$ cat src/hw/rtl/dwts_pkg.sv
// ----------------------------------------------------------------------------
// dwts_pkg
// Shared types, constants and helper functions for the daily window time
// switch: register map, state and result records, BCD helpers, segment table.
// ----------------------------------------------------------------------------
package dwts_pkg;

  localparam int HOUR_W     = 5;
  localparam int MIN_W      = 6;
  localparam int CYC_W      = 8;
  localparam int SEG_W      = 8;
  localparam int DIGIT_W    = 4;
  localparam int NUM_DIGITS = 4;
  localparam int DIDX_W     = 2;
  localparam int CFG_IDX_W  = 3;
  localparam int CFG_DATA_W = 8;
  localparam int TOD_W      = 12;

  localparam logic MODE_SET = 1'b1;

  localparam logic [SEG_W-1:0] SEG_DP_MASK = 8'h7f;
  localparam logic [SEG_W-1:0] SEG_BLANK   = 8'hff;

  typedef enum logic [CFG_IDX_W-1:0] {
    REG_START_HOUR    = 3'd0,
    REG_START_MINUTE  = 3'd1,
    REG_END_HOUR      = 3'd2,
    REG_END_MINUTE    = 3'd3,
    REG_CYCLE_MINUTES = 3'd4
  } cfg_reg_t;

  typedef struct packed {
    logic [HOUR_W-1:0] start_hour;
    logic [MIN_W-1:0]  start_minute;
    logic [HOUR_W-1:0] end_hour;
    logic [MIN_W-1:0]  end_minute;
    logic [CYC_W-1:0]  cycle_minutes;
  } dwts_cfg_t;

  // digits[0] = hour tens ... digits[3] = minute units
  typedef struct packed {
    logic [NUM_DIGITS-1:0][DIGIT_W-1:0] digits;
    logic [CYC_W-1:0]                   cyc_cnt;
    logic                               pulse;
    logic                               relay;
    logic                               cyc_en;
    logic                               parity;
  } dwts_state_t;

  typedef struct packed {
    logic [HOUR_W-1:0] hour_now;
    logic [MIN_W-1:0]  minute_now;
    logic              relay_on;
    logic              pulse_level;
    logic              minute_rolled;
    logic [DIDX_W-1:0] digit_index;
    logic [SEG_W-1:0]  segment_code;
  } dwts_res_t;

  function automatic logic [SEG_W-1:0] seg_code(input logic [DIGIT_W-1:0] d);
    logic [SEG_W-1:0] c;
    case (d)
      4'd0:    c = 8'h81;
      4'd1:    c = 8'hb7;
      4'd2:    c = 8'hc2;
      4'd3:    c = 8'h92;
      4'd4:    c = 8'hb4;
      4'd5:    c = 8'h98;
      4'd6:    c = 8'h88;
      4'd7:    c = 8'hb3;
      4'd8:    c = 8'h80;
      4'd9:    c = 8'h90;
      default: c = SEG_BLANK;
    endcase
    return c;
  endfunction

  // tens digit of a value below 64 (inputs here are saturated to < 60)
  function automatic logic [DIGIT_W-1:0] tens_of(input logic [MIN_W-1:0] v);
    logic [DIGIT_W-1:0] t;
    if (v >= 6'd50)      t = 4'd5;
    else if (v >= 6'd40) t = 4'd4;
    else if (v >= 6'd30) t = 4'd3;
    else if (v >= 6'd20) t = 4'd2;
    else if (v >= 6'd10) t = 4'd1;
    else                 t = 4'd0;
    return t;
  endfunction

  function automatic logic [6:0] bcd_to_bin(input logic [DIGIT_W-1:0] t,
                                            input logic [DIGIT_W-1:0] u);
    logic [6:0] tw;
    tw = {3'b000, t};
    return (tw << 3) + (tw << 1) + {3'b000, u};
  endfunction

  // minutes since midnight
  function automatic logic [TOD_W-1:0] tod(input logic [HOUR_W-1:0] h,
                                           input logic [MIN_W-1:0]  m);
    logic [TOD_W-1:0] hw;
    hw = {{(TOD_W-HOUR_W){1'b0}}, h};
    return (hw << 6) - (hw << 2) + {{(TOD_W-MIN_W){1'b0}}, m};
  endfunction

endpackage

$ cat src/hw/rtl/dwts_step.sv
// ----------------------------------------------------------------------------
// dwts_step
// Next-state and result logic for one item: tick slot counting, minute
// advance, window and cycle control, clock load and display digit lookup.
// ----------------------------------------------------------------------------
module dwts_step #(
  parameter int TICKS_PER_MINUTE = 30,
  parameter int SLOT_W           = 5
) (
  input  logic                        mode,
  input  logic [dwts_pkg::HOUR_W-1:0] set_hour,
  input  logic [dwts_pkg::MIN_W-1:0]  set_minute,
  input  dwts_pkg::dwts_cfg_t         cfg,
  input  dwts_pkg::dwts_state_t       st_q,
  input  logic [SLOT_W-1:0]           slot_q,
  output dwts_pkg::dwts_state_t       st_d,
  output logic [SLOT_W-1:0]           slot_d,
  output dwts_pkg::dwts_res_t         res
);

  logic [dwts_pkg::HOUR_W-1:0]  sh;
  logic [dwts_pkg::MIN_W-1:0]   sm;
  logic [dwts_pkg::DIGIT_W-1:0] h_t;
  logic [dwts_pkg::DIGIT_W-1:0] m_t;
  logic [dwts_pkg::NUM_DIGITS-1:0][dwts_pkg::DIGIT_W-1:0] adv;
  logic [dwts_pkg::HOUR_W-1:0]  h_now;
  logic [dwts_pkg::MIN_W-1:0]   m_now;
  logic [dwts_pkg::HOUR_W-1:0]  h_adv;
  logic [dwts_pkg::MIN_W-1:0]   m_adv;
  logic [dwts_pkg::CYC_W-1:0]   cnt_inc;
  logic                         last_slot;
  logic                         rolled;
  logic [dwts_pkg::DIDX_W-1:0]  didx;
  logic [dwts_pkg::SEG_W-1:0]   code;

  // saturate set time and split into BCD
  always_comb begin
    sh  = (set_hour > 5'd23) ? 5'd23 : set_hour;
    sm  = (set_minute > 6'd59) ? 6'd59 : set_minute;
    h_t = dwts_pkg::tens_of({1'b0, sh});
    m_t = dwts_pkg::tens_of(sm);
  end

  // minute advance with 23:59 wrap
  always_comb begin
    adv = st_q.digits;
    adv[3] = adv[3] + 4'd1;
    if (adv[3] >= 4'd10) begin
      adv[3] = 4'd0;
      adv[2] = adv[2] + 4'd1;
    end
    if (adv[2] >= 4'd6) begin
      adv[2] = 4'd0;
      adv[1] = adv[1] + 4'd1;
    end
    if (adv[1] >= 4'd10) begin
      adv[1] = 4'd0;
      adv[0] = adv[0] + 4'd1;
    end
    if (adv[0] == 4'd2 && adv[1] == 4'd4) begin
      adv = '0;
    end
    h_adv   = dwts_pkg::HOUR_W'(dwts_pkg::bcd_to_bin(adv[0], adv[1]));
    m_adv   = dwts_pkg::MIN_W'(dwts_pkg::bcd_to_bin(adv[2], adv[3]));
    cnt_inc = st_q.cyc_cnt + 8'd1;
  end

  assign last_slot = (slot_q == SLOT_W'(TICKS_PER_MINUTE - 1));

  always_comb begin
    st_d   = st_q;
    slot_d = slot_q;
    rolled = 1'b0;
    if (mode == dwts_pkg::MODE_SET) begin
      st_d.digits[0] = h_t;
      st_d.digits[1] = dwts_pkg::DIGIT_W'(sh - dwts_pkg::HOUR_W'(dwts_pkg::bcd_to_bin(h_t, 4'd0)));
      st_d.digits[2] = m_t;
      st_d.digits[3] = dwts_pkg::DIGIT_W'(sm - dwts_pkg::MIN_W'(dwts_pkg::bcd_to_bin(m_t, 4'd0)));
      slot_d         = '0;
      st_d.cyc_cnt   = '0;
      st_d.parity    = 1'b0;
      st_d.pulse     = 1'b0;
      if (dwts_pkg::tod(sh, sm) >= dwts_pkg::tod(cfg.start_hour, cfg.start_minute)) begin
        st_d.relay  = 1'b1;
        st_d.cyc_en = 1'b0;
      end else begin
        st_d.relay  = 1'b0;
        st_d.cyc_en = 1'b1;
      end
    end else if (!last_slot) begin
      slot_d = slot_q + SLOT_W'(1);
    end else begin
      slot_d      = '0;
      rolled      = 1'b1;
      st_d.digits = adv;
      if (st_q.cyc_en) begin
        st_d.cyc_cnt = cnt_inc;
        if (cnt_inc == cfg.cycle_minutes) begin
          st_d.cyc_cnt = '0;
          st_d.parity  = ~st_q.parity;
          st_d.pulse   = ~st_q.parity;
        end
      end
      if (h_adv == cfg.start_hour && m_adv == cfg.start_minute) begin
        st_d.relay   = 1'b1;
        st_d.pulse   = 1'b0;
        st_d.cyc_en  = 1'b0;
        st_d.cyc_cnt = '0;
      end
      if (h_adv == cfg.end_hour && m_adv == cfg.end_minute) begin
        st_d.relay  = 1'b0;
        st_d.cyc_en = 1'b1;
      end
    end
  end

  always_comb begin
    h_now = dwts_pkg::HOUR_W'(dwts_pkg::bcd_to_bin(st_d.digits[0], st_d.digits[1]));
    m_now = dwts_pkg::MIN_W'(dwts_pkg::bcd_to_bin(st_d.digits[2], st_d.digits[3]));
    didx  = slot_d[dwts_pkg::DIDX_W-1:0];
    code  = dwts_pkg::seg_code(st_d.digits[didx]);
    if (!didx[1]) begin
      code = code & dwts_pkg::SEG_DP_MASK;
    end
    res.hour_now      = h_now;
    res.minute_now    = m_now;
    res.relay_on      = st_d.relay;
    res.pulse_level   = st_d.pulse;
    res.minute_rolled = rolled;
    res.digit_index   = didx;
    res.segment_code  = code;
  end

endmodule

$ cat src/hw/rtl/daily_window_time_switch_top.sv
// ----------------------------------------------------------------------------
// daily_window_time_switch_top
// 24-hour BCD time switch with window relay, cycling pulse output and
// multiplexed seven-segment digit output.
//
//   channel | direction | handshake          | word
//   --------+-----------+--------------------+-------------------------------
//   in      | input     | in_valid/in_stall  | mode, set_hour, set_minute
//   out     | output    | out_valid/out_stall| time, relay, pulse, digit code
//   cfg     | input     | cfg_valid/cfg_ready| cfg_index, cfg_data
//
// Two register stages: input register, then result register; one word per
// cycle sustained while out_stall is low.
// All next-state logic sits between the input and result registers.
// rst_n is synchronous; after reset times are 00:00, relay on, end 12:00.
// out_stall holds the result register and backs up into in_stall.
// cfg_ready is always high.
// ----------------------------------------------------------------------------
module daily_window_time_switch_top #(
  parameter int TICKS_PER_MINUTE = 30
) (
  input  logic                            clk,
  input  logic                            rst_n,
  input  logic                            in_valid,
  output logic                            in_stall,
  input  logic                            in_mode,
  input  logic [dwts_pkg::HOUR_W-1:0]     in_set_hour,
  input  logic [dwts_pkg::MIN_W-1:0]      in_set_minute,
  output logic                            out_valid,
  input  logic                            out_stall,
  output logic [dwts_pkg::HOUR_W-1:0]     out_hour_now,
  output logic [dwts_pkg::MIN_W-1:0]      out_minute_now,
  output logic                            out_relay_on,
  output logic                            out_pulse_level,
  output logic                            out_minute_rolled,
  output logic [dwts_pkg::DIDX_W-1:0]     out_digit_index,
  output logic [dwts_pkg::SEG_W-1:0]      out_segment_code,
  input  logic                            cfg_valid,
  output logic                            cfg_ready,
  input  logic [dwts_pkg::CFG_IDX_W-1:0]  cfg_index,
  input  logic [dwts_pkg::CFG_DATA_W-1:0] cfg_data
);

  localparam int SLOT_W = (TICKS_PER_MINUTE > 4) ? $clog2(TICKS_PER_MINUTE) : 2;

  logic                        in_vld_r;
  logic                        in_mode_r;
  logic [dwts_pkg::HOUR_W-1:0] in_hour_r;
  logic [dwts_pkg::MIN_W-1:0]  in_min_r;
  logic                        out_vld_r;
  dwts_pkg::dwts_res_t         res_r;
  dwts_pkg::dwts_res_t         res_nxt;
  dwts_pkg::dwts_cfg_t         cfg_r;
  dwts_pkg::dwts_state_t       st_r;
  dwts_pkg::dwts_state_t       st_nxt;
  logic [SLOT_W-1:0]           slot_r;
  logic [SLOT_W-1:0]           slot_nxt;
  logic                        adv;
  logic                        fire;
  logic                        in_acc;

  assign adv       = !out_vld_r || !out_stall;
  assign fire      = in_vld_r && adv;
  assign in_stall  = in_vld_r && !adv;
  assign in_acc    = in_valid && !in_stall;
  assign cfg_ready = 1'b1;

  dwts_step #(
    .TICKS_PER_MINUTE (TICKS_PER_MINUTE),
    .SLOT_W           (SLOT_W)
  ) u_step (
    .mode       (in_mode_r),
    .set_hour   (in_hour_r),
    .set_minute (in_min_r),
    .cfg        (cfg_r),
    .st_q       (st_r),
    .slot_q     (slot_r),
    .st_d       (st_nxt),
    .slot_d     (slot_nxt),
    .res        (res_nxt)
  );

  always_ff @(posedge clk) begin
    if (!rst_n) begin
      in_vld_r <= 1'b0;
    end else if (in_acc) begin
      in_vld_r <= 1'b1;
    end else if (fire) begin
      in_vld_r <= 1'b0;
    end
  end

  always_ff @(posedge clk) begin
    if (in_acc) begin
      in_mode_r <= in_mode;
      in_hour_r <= in_set_hour;
      in_min_r  <= in_set_minute;
    end
  end

  always_ff @(posedge clk) begin
    if (!rst_n) begin
      out_vld_r      <= 1'b0;
      slot_r         <= '0;
      st_r.digits    <= '0;
      st_r.cyc_cnt   <= '0;
      st_r.pulse     <= 1'b0;
      st_r.relay     <= 1'b1;
      st_r.cyc_en    <= 1'b0;
      st_r.parity    <= 1'b0;
    end else if (fire) begin
      out_vld_r <= 1'b1;
      slot_r    <= slot_nxt;
      st_r      <= st_nxt;
    end else if (!out_stall) begin
      out_vld_r <= 1'b0;
    end
  end

  always_ff @(posedge clk) begin
    if (fire) begin
      res_r <= res_nxt;
    end
  end

  always_ff @(posedge clk) begin
    if (!rst_n) begin
      cfg_r.start_hour    <= 5'd0;
      cfg_r.start_minute  <= 6'd0;
      cfg_r.end_hour      <= 5'd12;
      cfg_r.end_minute    <= 6'd0;
      cfg_r.cycle_minutes <= 8'd0;
    end else if (cfg_valid && cfg_ready) begin
      case (dwts_pkg::cfg_reg_t'(cfg_index))
        dwts_pkg::REG_START_HOUR:    cfg_r.start_hour    <= cfg_data[dwts_pkg::HOUR_W-1:0];
        dwts_pkg::REG_START_MINUTE:  cfg_r.start_minute  <= cfg_data[dwts_pkg::MIN_W-1:0];
        dwts_pkg::REG_END_HOUR:      cfg_r.end_hour      <= cfg_data[dwts_pkg::HOUR_W-1:0];
        dwts_pkg::REG_END_MINUTE:    cfg_r.end_minute    <= cfg_data[dwts_pkg::MIN_W-1:0];
        dwts_pkg::REG_CYCLE_MINUTES: cfg_r.cycle_minutes <= cfg_data;
        default: ;
      endcase
    end
  end

  assign out_valid         = out_vld_r;
  assign out_hour_now      = res_r.hour_now;
  assign out_minute_now    = res_r.minute_now;
  assign out_relay_on      = res_r.relay_on;
  assign out_pulse_level   = res_r.pulse_level;
  assign out_minute_rolled = res_r.minute_rolled;
  assign out_digit_index   = res_r.digit_index;
  assign out_segment_code  = res_r.segment_code;

endmodule
$ cat config.mk
export PLATFORM = sky130hd
export DESIGN_NAME = daily_window_time_switch_top
export DESIGN_NICKNAME = d
export VERILOG_FILES = /design/src/hw/rtl/dwts_pkg.sv /design/src/hw/rtl/dwts_step.sv /design/src/hw/rtl/daily_window_time_switch_top.sv
export SDC_FILE = /design/constraint.sdc
export NUM_CORES = 1
export LEC_CHECK = 0
export BUFFER_PORTS_ARGS = -buffer_cell sky130_fd_sc_hd__buf_4
export CORE_MARGIN = 2
export CORE_UTILIZATION = 30
export CTS_CLUSTER_SIZE = 24
export DETAILED_ROUTE_END_ITERATION = 6
export GPL_ROUTABILITY_DRIVEN = 1
export SLEW_MARGIN = 30
export SYNTH_ARGS = -nofsm -noshare
export SYNTH_HDL_FRONTEND = slang
export SYNTH_SLANG_ARGS = --single-unit
$ cat constraint.sdc
create_clock -name clk -period 12.85 [get_ports clk]
set_clock_uncertainty 0.2 [all_clocks]
set_input_delay 0.6425 -clock clk [delete_from_list [all_inputs] [get_ports clk]]
set_output_delay 0.6425 -clock clk [all_outputs]
set_load 0.1 [all_outputs]
* Word-level counts from Yosys, hierarchy flattened
Memory sizes are Yosys's and may differ from the RTL's. A register that Yosys moved wholly into a read port is not among the register bits.
Index checks and enable logic that the tools add are counted.
** Cells by class
- Add/sub/neg operators :: 22
- Magnitude comparators :: 17
- Equal/unequal tests :: 13
- Muxes and demuxes :: 34
- Bitwise logic cells :: 1
- Reduce and logical (&&, ||, !) cells :: 26
** Operators by type and width (number)
- 28-bit 2-to-1 mux :: 2
- 12-bit by 6-bit adder with 12-bit output :: 2
- 8-bit 2-to-1 mux :: 3
- 11-bit by 7-bit subtractor with 12-bit output :: 2
- 4-bit 2-to-1 mux :: 5
- 9-bit 2-to-1 mux :: 2
- 4-bit by 1-bit adder with 4-bit output, second input constant :: 4
- 16-bit 2-to-1 mux :: 1
- 5-bit 2-to-1 mux :: 3
- 6-bit by 4-bit adder with 6-bit output :: 2
- 6-bit by 5-bit adder with 6-bit output :: 2
- 6-bit == test :: 2
- 12-bit >= comparator :: 1
- 5-bit by 6-bit >= comparator with 1-bit output, second input constant :: 2
- 6-bit by 5-bit >= comparator with 1-bit output, second input constant :: 2
- 6-bit >= comparator, second input constant :: 2
- 11-bit 2-to-1 mux :: 1
- 5-bit by 4-bit adder with 5-bit output :: 2
- 5-bit adder :: 2
- 5-bit == test :: 2
- 5-bit >= comparator, second input constant :: 2
- 2-bit AND reduction :: 5
- 1-bit 2-to-1 mux :: 9
- 4-bit adder :: 2
- 31 further kinds :: 51
** Word-level totals
- Bits in registers :: 94
- Bits in read-only memories :: 112
- Input bits :: 28
- Output and inout port bits :: 27
- Logic and storage cells :: 141
- Memories kept :: 1
** Memory list
- (name not given) :: depth 16, width 7, rd ports 1, clocked after Yosys merged registers in 1, write ports 0, line dwts_pkg.sv:62 : case (d)

* Depth between registers and ports, before layout
Gate-level depths: netlist of the first run.
- Depth after elaboration :: 20
- Mapped depth :: 26
- Depth with buffers taken out :: 24

* Cells and area by module
A second synthesis of the first run with hierarchy kept.
** Unflattened totals
- Cells, all modules :: 894
- Area total of the unflattened synthesis :: 7881.3 sq um
** Modules (own cells, without submodules)
- dwts_step :: times used 1, cells each 592, area each 4215.3 sq um, seq. area each 0.0 sq um
- daily_window_time_switch_top :: times used 1, cells each 302, area each 3666.0 sq um, seq. area each 2382.3 sq um

* Worst setup path after synthesis of the first run
OpenSTA, ideal clock, no wires.
- Path kind :: register -> register
- Start point :: reg st_r[24] (netlist bit)
- End point :: reg res_r (netlist bit out_pulse_level), data pin
- Data arrival time :: 5.065 ns
- Data required time :: 12.388 ns
- Slack :: 7.323 ns
- Cell stages (with the launch flop) :: 24
- Buffers on the path :: 2
- Clock period less this slack :: 5.527 ns
- Path through :: dfxtp_1 > ha_1 > nor2b_1 > and2_1 > nor4b_2 > o21a_1 > o21ai_4 > a21bo_1 > a2111oi_4 > buf_4 > nor3_1 > fa_1 > inv_1 > fa_1 > xnor2_1 > nor4_1 > nand4_1 > a21oi_1 > and2_1 > and4_1 > o21ai_4 > buf_6 > nand3_1 > o21ai_0
** RTL lines
- start, declared :: line daily_window_time_switch_top.sv:54 : dwts_pkg::dwts_state_t st_r;
- start signal, assigned :: line daily_window_time_switch_top.sv:114 : st_r <= st_nxt;
- end signal, assigned :: line daily_window_time_switch_top.sv:122 : res_r <= res_nxt;
- end, declared :: line daily_window_time_switch_top.sv:51 : dwts_pkg::dwts_res_t res_r;

* Worst setup path after layout of the first run
- Start point :: reg st_r[24] (netlist bit)
- End point :: reg st_r[6] (netlist bit)
** Between the ends
- Longest elaborated chain between the ends :: 17
** RTL lines
- 4-bit by 1-bit adder with 4-bit output (*) :: line dwts_step.sv:47 : adv[3] = adv[3] + 4'd1;
- 4-bit >= comparator :: line dwts_step.sv:48 : if (adv[3] >= 4'd10) begin
- 8-bit 2-to-1 mux (*) :: line dwts_step.sv:48
- 4-bit by 3-bit >= comparator with 1-bit output :: line dwts_step.sv:52 : if (adv[2] >= 4'd6) begin
- 8-bit 2-to-1 mux :: line dwts_step.sv:52
- 4-bit >= comparator :: line dwts_step.sv:56 : if (adv[1] >= 4'd10) begin
- 8-bit 2-to-1 mux :: line dwts_step.sv:56
- 4-bit by 2-bit == test with 1-bit output or 4-bit by 3-bit == test with 1-bit output (tied branches) :: line dwts_step.sv:60 : if (adv[0] == 4'd2 && adv[1] == 4'd4) begin
- 1-bit logical AND :: line dwts_step.sv:60
- 16-bit 2-to-1 mux (*) :: line dwts_step.sv:60
- 6-bit by 5-bit adder with 6-bit output or 5-bit adder (tied branches) :: line dwts_pkg.sv:94 : return (tw << 3) + (tw << 1) + {3'b000, u};
- 6-bit by 4-bit adder with 6-bit output or 5-bit by 4-bit adder with 5-bit output (tied branches) :: line dwts_pkg.sv:94
- 6-bit == test or 5-bit == test (tied branches) :: line dwts_step.sv:104 : if (h_adv == cfg.start_hour && m_adv == cfg.start_minute) begin
- 1-bit logical AND (*) :: line dwts_step.sv:104
- 11-bit 2-to-1 mux :: line dwts_step.sv:104
- 28-bit 2-to-1 mux :: line dwts_step.sv:90 : end else if (!last_slot) begin
- 28-bit 2-to-1 mux :: line dwts_step.sv:74 : if (mode == dwts_pkg::MODE_SET) begin
Every way passes the cells marked *; elsewhere a longest branch is shown, timed or not. The select of a mux whose other input is x is not followed.
A chain may end at the register's enable or synchronous reset.

==> reports/summary.md, run 1 <==
Run
- 0 — max cap viols

Timing
- 6.53 ns — final critical delay including setup and external delays
- 0.418 — slew margin rel.
- 0 — Setup-failing EPs final
- no — unrepaired setup endpoints after global routing
- 0.873 ns — transition time at the pin with the least slew margin
- 0 — Pins Over Slew Limit
- 0 ns — Setup TNS Final
- 153 MHz — maximum achievable frequency
- 0 — Hold Vio Cnt, Final
- 0.508 — final worst path period share

Detailed routing
- 5 — number of detailed-route iterations in the first pass
- 420 — DRC violation total after the first TritonRoute iteration
- 18,200 um — drt total wl
- 0 — # DRC
- 15.6 um — average wire per cell in the routed design
- 5,870 — vias after detailed routing
- 5.03 — Vias/cell
- 0 — final antenna-violating net count

Critical path
- st_r[24] — reg2reg start
- reg2reg — Setup Crit Path Kind
- flop — Critical Path End Type
- sky130_fd_sc_hd__a2111oi_4 — Max stage delay cell, worst path
- 0.83 ns — delay of the slowest cell on the worst path
- 1 — WP buf/inv
- compound AO/OA/AOI/OAI gates — Crit path max-delay family
- flop — critical path launch point type
- 15 — critical path fanouts, max
- 21 — length in cells of the worst reg-to-reg path
- 6.32 ns — setup slack on the worst flop-to-flop path
- 6.58 ns — worst path arrival time
- st_r[6] — worst flop-to-flop path endpoint
- 12.89 ns — critical path data required time
- ha_1 > nor2b_1 > and2_1 > nor2_2 > a21o_1 > o21ai_4 > a21bo_1 > a2111oi_4 > nor3_1 > fa_1 > inv_1 > fa_1 > xnor2_1 > nor4_1 > nand4_1 > a21oi_1 > and2_1 > and4_1 > o21ai_4 > a31oi_4 > o221ai_2 — CP cell instances

Synth
- 0.123 — arithmetic-cell share of the synthesized area counting full adders, half adders and majority gates
- 899 — number of nets in the synthesized netlist
- 0.0982 — xor/xnor share of the synthesized area
- 8.93 um2 — Avg Cell Area, Syn
- sky130_fd_sc_hd__dfxtp_1 — most used flip-flop cell after synthesis
- 7190 um2 — cell area after technology mapping
- 0.175 — simple logic cell fraction of the synthesized area
- 101 — number of synthesized register bits
- 0 — proportion of register bits with asynchronous set or reset after synthesis
- sky130_fd_sc_hd__dfxtp_1 — Synth area leader
- 805 — number of instances in the synthesized netlist
- 0.331 — sequential area share after synthesis
- 0.181 — proportion of netlist area held by the largest area contributor
- sky130_fd_sc_hd__nor2_1 (97), sky130_fd_sc_hd__dfxtp_1 (65), sky130_fd_sc_hd__ha_1 (58) — ranking of synthesized cells by instance count
- 0.0473 — proportion of synthesized area in mux cells
- 0 — Synthesis Warnings
- 77 — count of different cell masters after synthesis
- 0.179 — post-synthesis compound-gate area fraction
- sky130_fd_sc_hd__dfxtp_1 (18%), sky130_fd_sc_hd__edfxtp_1 (15%), sky130_fd_sc_hd__ha_1 (10%), sky130_fd_sc_hd__xnor2_1 (5.1%), sky130_fd_sc_hd__nor2_1 (5.1%) — leading cell types by total area after synthesis
- sky130_fd_sc_hd__nor2_1 — most common cell in the synthesized netlist
- compound AO/OA/AOI/OAI gates — largest family of logic cells by synthesized area
- 36 — number of enable-type register cells in the synthesized netlist

Layout
- 2380 um2 — area taken by flip-flops and latches
- 4500 um2 — area of the multi-input gates
- 14.4% — synthesis-to-finish area growth
- 0.126 — share of layout cells above drive strength 1
- 936 — Final nets
- 2,406 — fill cell count
- 0 — number of diodes added for antenna fixing

Clock tree
- 3 — htree depth
- 9 — Num CTS Buffers
- 0 — count of hold-fix buffers inserted at cts
- 2 — buffer depth of the longest clock path
- 0.37 ns — clock latency of the later-clocked register in the worst-skew pair
- 0 — post-CTS sizing
- 0 — Post-CTS Repair Setup Buffers
- yes — CTS tree
- 0.07 ns — clock-pin transition on the worst setup and hold timing paths
- sky130_fd_sc_hd__clkbuf_16 — Root Buffer Master
- 101 — TritonCTS sink count

Floorplan
- 56 — floorplan row count
- 55 — Top Ports
- 0.306 — effective utilization at floorplan
- 23,500 um2 — core area
- 159 um — chip height
- 25,200 um2 — Total Die Area
- 159 um — die outline width

GRT
- 49 — maximum number of pins on one net before global-route repair
- 5,543 — number of global-route vias before repair
- 0 — GRT overflow
- 29,800 um — wire length of the first global-routing pass
- 0 — antenna violations before repair
- 0.146 — GRT Resource Usage Total

Run status
- finished clean — run status

Power and ir drop
- 0.0571 mV — worst-case vdd ir drop
- 3.31 nW — leakage power figure
- 883 uW — total power consumption of the routed design
- 107 nW/um2 — ratio of total power to cell area

Min path
- in_hour_r[1] — hold worst-path end
- in_set_hour[1] — worst min-delay path startpoint
- 1 — number of stages on the worst hold path
- in2reg — type of the worst min-delay path

Place
- 0.922 — routability cong.
- 13,800 um — Final HPWL DP
- 53 — number of buffers added on ports

## placed cells by master, fill, tap and decap left out, types with 16 or more instances in the layout
cell and instances:
sky130_fd_sc_hd__a21oi_1 54, sky130_fd_sc_hd__o21ai_0 38, sky130_fd_sc_hd__nor2_1 97, sky130_fd_sc_hd__xor2_1 29
sky130_fd_sc_hd__mux2i_1 34, sky130_fd_sc_hd__edfxtp_1 36, sky130_fd_sc_hd__xnor2_1 42, sky130_fd_sc_hd__inv_1 46
sky130_fd_sc_hd__nand2_1 54, sky130_fd_sc_hd__nand3_1 16, sky130_fd_sc_hd__buf_4 59, sky130_fd_sc_hd__nor3_1 21
sky130_fd_sc_hd__dfxtp_1 65, sky130_fd_sc_hd__ha_1 58
## worst reg2reg max path: stages (launching register included)
cell	delay, ns
sky130_fd_sc_hd__dfxtp_1	0.49
sky130_fd_sc_hd__ha_1	0.31
sky130_fd_sc_hd__nor2b_1	0.15
sky130_fd_sc_hd__and2_1	0.19
sky130_fd_sc_hd__nor2_2	0.39
sky130_fd_sc_hd__a21o_1	0.28
sky130_fd_sc_hd__o21ai_4	0.11
sky130_fd_sc_hd__a21bo_1	0.25
sky130_fd_sc_hd__a2111oi_4	0.83
sky130_fd_sc_hd__nor3_1	0.25
sky130_fd_sc_hd__fa_1	0.60
sky130_fd_sc_hd__inv_1	0.07
sky130_fd_sc_hd__fa_1	0.54
sky130_fd_sc_hd__xnor2_1	0.16
sky130_fd_sc_hd__nor4_1	0.25
sky130_fd_sc_hd__nand4_1	0.13
sky130_fd_sc_hd__a21oi_1	0.16
sky130_fd_sc_hd__and2_1	0.14
sky130_fd_sc_hd__and4_1	0.24
sky130_fd_sc_hd__o21ai_4	0.16
sky130_fd_sc_hd__a31oi_4	0.36
sky130_fd_sc_hd__o221ai_2	0.14
## routing by layer
layer | track usage | vias to the layer above | wire, um
met3 | 0.0287 | 22 | 873
li1 | - | 2939 | -
met1 | 0.197 | 2778 | 8770
met4 | 0.0450 | 0 | 302
met2 | 0.235 | 131 | 8290
met5 | 0 | - | 0
## registers in the layout, summed over array words and instances, names as in the netlist
| register | count |
|---|---|
| out_pulse_level | 1 |
| in_mode_r | 1 |
| slot_r | 5 |
| cfg_r | 30 |
| out_minute_rolled | 1 |
| out_segment_code | 8 |
| in_vld_r | 1 |
| out_relay_on | 1 |
| in_hour_r | 5 |
| out_hour_now | 5 |
| in_min_r | 6 |
| out_valid | 1 |
| out_minute_now | 6 |
| out_digit_index | 2 |
| st_r | 28 |
## worst max-delay path by stage
| stage | from | end | cells past startpoint |
|---|---|---|---|
| 2_1_floorplan | st_r[24] | out_pulse_level | 23 |
| 3_3_place_gp | st_r[24] | st_r[6] | 21 |
| 3_5_place_dp | st_r[24] | st_r[6] | 21 |
| 4_1_cts | st_r[24] | st_r[6] | 21 |
| 5_1_grt | st_r[24] | st_r[6] | 21 |
| 6_report | st_r[24] | st_r[6] | 21 |
## report_power, final
part | internal [mW] | switching (mW)
clock | 0.160 | 0.134
sequential | 0.349 | 0.0134
combinational | 0.0813 | 0.145
## logic make-up after synthesis
family	count (synthesis)
AND/OR/NAND/NOR	259
AO/OA/AOI/OAI	186
flip-flops	101
buffers and inverters	82
XOR/XNOR	75
adder cells (fa/ha/maj)	66
multiplexers	34
other	2
## layout make-up
type / count / area share
flip-flops and latches: 101 / 0.290
multi-input cells: 622 / 0.547
clock inverters: 6 / 0.00913
inverters: 48 / 0.0219
repair buffers: 60 / 0.0552
well taps: 319 / 0.0485
clock buffers: 10 / 0.0291
## stage by stage
stage          cell area [um2]  hold WS, ns  std cells  setup WS [ns]   util
2_1_floorplan             7190        0.241        805           7.32      -
3_5_place_dp              7900        0.268       1149           6.40  0.337
5_1_grt                   8230        0.244       1166           5.91  0.350
3_3_place_gp              7890        0.260       1149           6.50  0.336
4_1_cts                   8210        0.245       1165           6.34  0.350
6_report                  8230        0.251       1166           6.32  0.350
Power figures use the tool's default switching activity.
==> run 2, diff against run 1 <==
==> constraint.sdc (replaced) <==
create_clock -name clk -period 6.05 [get_ports clk]
set_clock_uncertainty 0.2 [all_clocks]
set_input_delay 0.3025 -clock clk [delete_from_list [all_inputs] [get_ports clk]]
set_output_delay 0.3025 -clock clk [all_outputs]
set_load 0.1 [all_outputs]
==> reports/summary.md, run 2 (synthesis gave the netlist of run 1 again) <==
Detailed routing
- 18,500 um — drt total wl
- 384 — DRC violation total after the first TritonRoute iteration
- 0 — # DRC
- 15.4 um — average wire per cell in the routed design
- 0 — final antenna-violating net count
- 5 — number of detailed-route iterations in the first pass
- 5,982 — vias after detailed routing
- 4.99 — Vias/cell

Power and ir drop
- 3.47 nW — leakage power figure
- 0.147 mV — worst-case vdd ir drop
- 220 nW/um2 — ratio of total power to cell area

Layout
- 30 — max FFs per register
- 0 — number of diodes added for antenna fixing
- sky130_fd_sc_hd__nor2_1 (97), sky130_fd_sc_hd__buf_4 (77), sky130_fd_sc_hd__dfxtp_1 (64) — commonest cells after routing, fill and taps aside
- 970 — Final nets
- sky130_fd_sc_hd__nor2_1 — most common library cell in the layout ignoring fill and taps
- 0.148 — share of layout cells above drive strength 1
- 19.0% — synthesis-to-finish area growth
- cfg_r — Biggest register

Clock tree
- 0.08 ns — clock-pin transition on the worst setup and hold timing paths
- yes — CTS tree
- 0.36 ns — clock latency of the later-clocked register in the worst-skew pair
- 3 — htree depth
- 9 — Num CTS Buffers
- 2 — buffer depth of the longest clock path
- sky130_fd_sc_hd__clkbuf_16 — Root Buffer Master
- 101 — TritonCTS sink count

Min path
- cfg_r[29] — hold worst-path end
- 3 — number of stages on the worst hold path
- cfg_data[4] — worst min-delay path startpoint
- in2reg — type of the worst min-delay path

Critical path
- 0.31 ns — setup slack on the worst flop-to-flop path
- st_r[25] — reg2reg start
- sky130_fd_sc_hd__ha_1 — most frequent cell on the critical path
- st_r[6] — worst flop-to-flop path endpoint
- 25 — length in cells of the worst reg-to-reg path
- 8 — critical path fanouts, max
- 5.77 ns — worst path arrival time
- reg2reg — Setup Crit Path Kind
- 6.08 ns — critical path data required time
- flop — Critical Path End Type
- 0.53 ns — delay of the slowest cell on the worst path
- flop — critical path launch point type
- sky130_fd_sc_hd__fa_1 — Max stage delay cell, worst path

Floorplan
- 25,200 um2 — Total Die Area
- 159 um — die outline width
- 0.306 — effective utilization at floorplan
- 55 — Top Ports
- 56 — floorplan row count
- 159 um — chip height
- 23,500 um2 — core area

Place
- 53 — number of buffers added on ports
- 13,800 um — Final HPWL DP
- 0.956 — routability cong.

Timing
- 0 — Hold Vio Cnt, Final
- 5.74 ns — final critical delay including setup and external delays
- 0 ns — Setup TNS Final
- 0.0274 ns — Min Hold Slack
- 0.699 ns — transition time at the pin with the least slew margin
- 0.949 — final worst path period share
- 0 — Pins Over Slew Limit
- no — unrepaired setup endpoints after global routing
- 0 — Setup-failing EPs final
- 174 MHz — maximum achievable frequency
- 0.530 — slew margin rel.

GRT
- 29,800 um — wire length of the first global-routing pass
- 48 — maximum number of pins on one net before global-route repair
- 5,524 — number of global-route vias before repair
- 0 — GRT overflow
- 0.147 — GRT Resource Usage Total
- 0 — antenna violations before repair

Run status
- finished clean — run status

Run
- 0 — max cap viols

[run 2: layer usage]
layer	track usage	share of wire
met1	0.200	0.48
met2	0.236	0.46
met3	0.0251	0.042
met4	0.0471	0.022
met5	0	0
[run 2: per-stage QoR]
stage / power, mW / std cells / cell area [um2] / util / setup slack (ns)
2_1_floorplan: 1.15 / 805 / 7190 / - / 0.523
3_3_place_gp: 1.27 / 1163 / 7990 / 0.341 / 0.201
3_5_place_dp: 1.27 / 1163 / 8010 / 0.341 / 0.127
4_1_cts: 1.90 / 1196 / 8500 / 0.362 / 0.0838
5_1_grt: 1.98 / 1200 / 8550 / 0.364 / 0.00155
6_report: 1.89 / 1200 / 8550 / 0.364 / 0.310
[run 2: power breakdown]
group          switching (mW)  internal, mW  total, mW
clock network           0.298         0.321      0.619
registers              0.0268         0.741      0.768
logic                   0.313         0.186      0.499
total                   0.638          1.25       1.89
[run 2: timing repair]
| item | 4_1_cts | 5_1_grt |
|---|---|---|
| setup endpoints to repair | 0 | 12 |
| hold buffers | 17 | 0 |
| hold endpoints to repair | 19 | 0 |
| resized for setup | 0 | 6 |
| buffers inserted | 0 | 4 |
[run 2: critical path: cells and delay by family, from the launching register on]
kind,cells,cell delay [ns]
buf+inv,3,0.33
simple gates,9,1.37
flops,1,0.35
compound gates,8,1.93
xor+xnor,1,0.15
fa+ha+maj,4,1.27
[run 2: worst max path at each step]
stage             start               to  slack, ns  cells after the start
2_1_floorplan  st_r[24]  out_pulse_level       0.52                     23
3_3_place_gp   st_r[25]          st_r[6]       0.20                     22
3_5_place_dp   st_r[25]          st_r[6]       0.13                     22
4_1_cts        st_r[25]          st_r[6]       0.08                     22
5_1_grt        st_r[25]          st_r[6]      0.002                     25
6_report       st_r[25]          st_r[6]       0.31                     25
[run 2: area by class of cell]
class / count / area (um2)
fill: 2401 / 14900
multi-input combinational: 622 / 4520
sequential: 101 / 2380
timing repair buffer: 94 / 748
tap: 319 / 399
clock buffer: 10 / 250
inverter: 48 / 180
clock inverter: 6 / 72.6
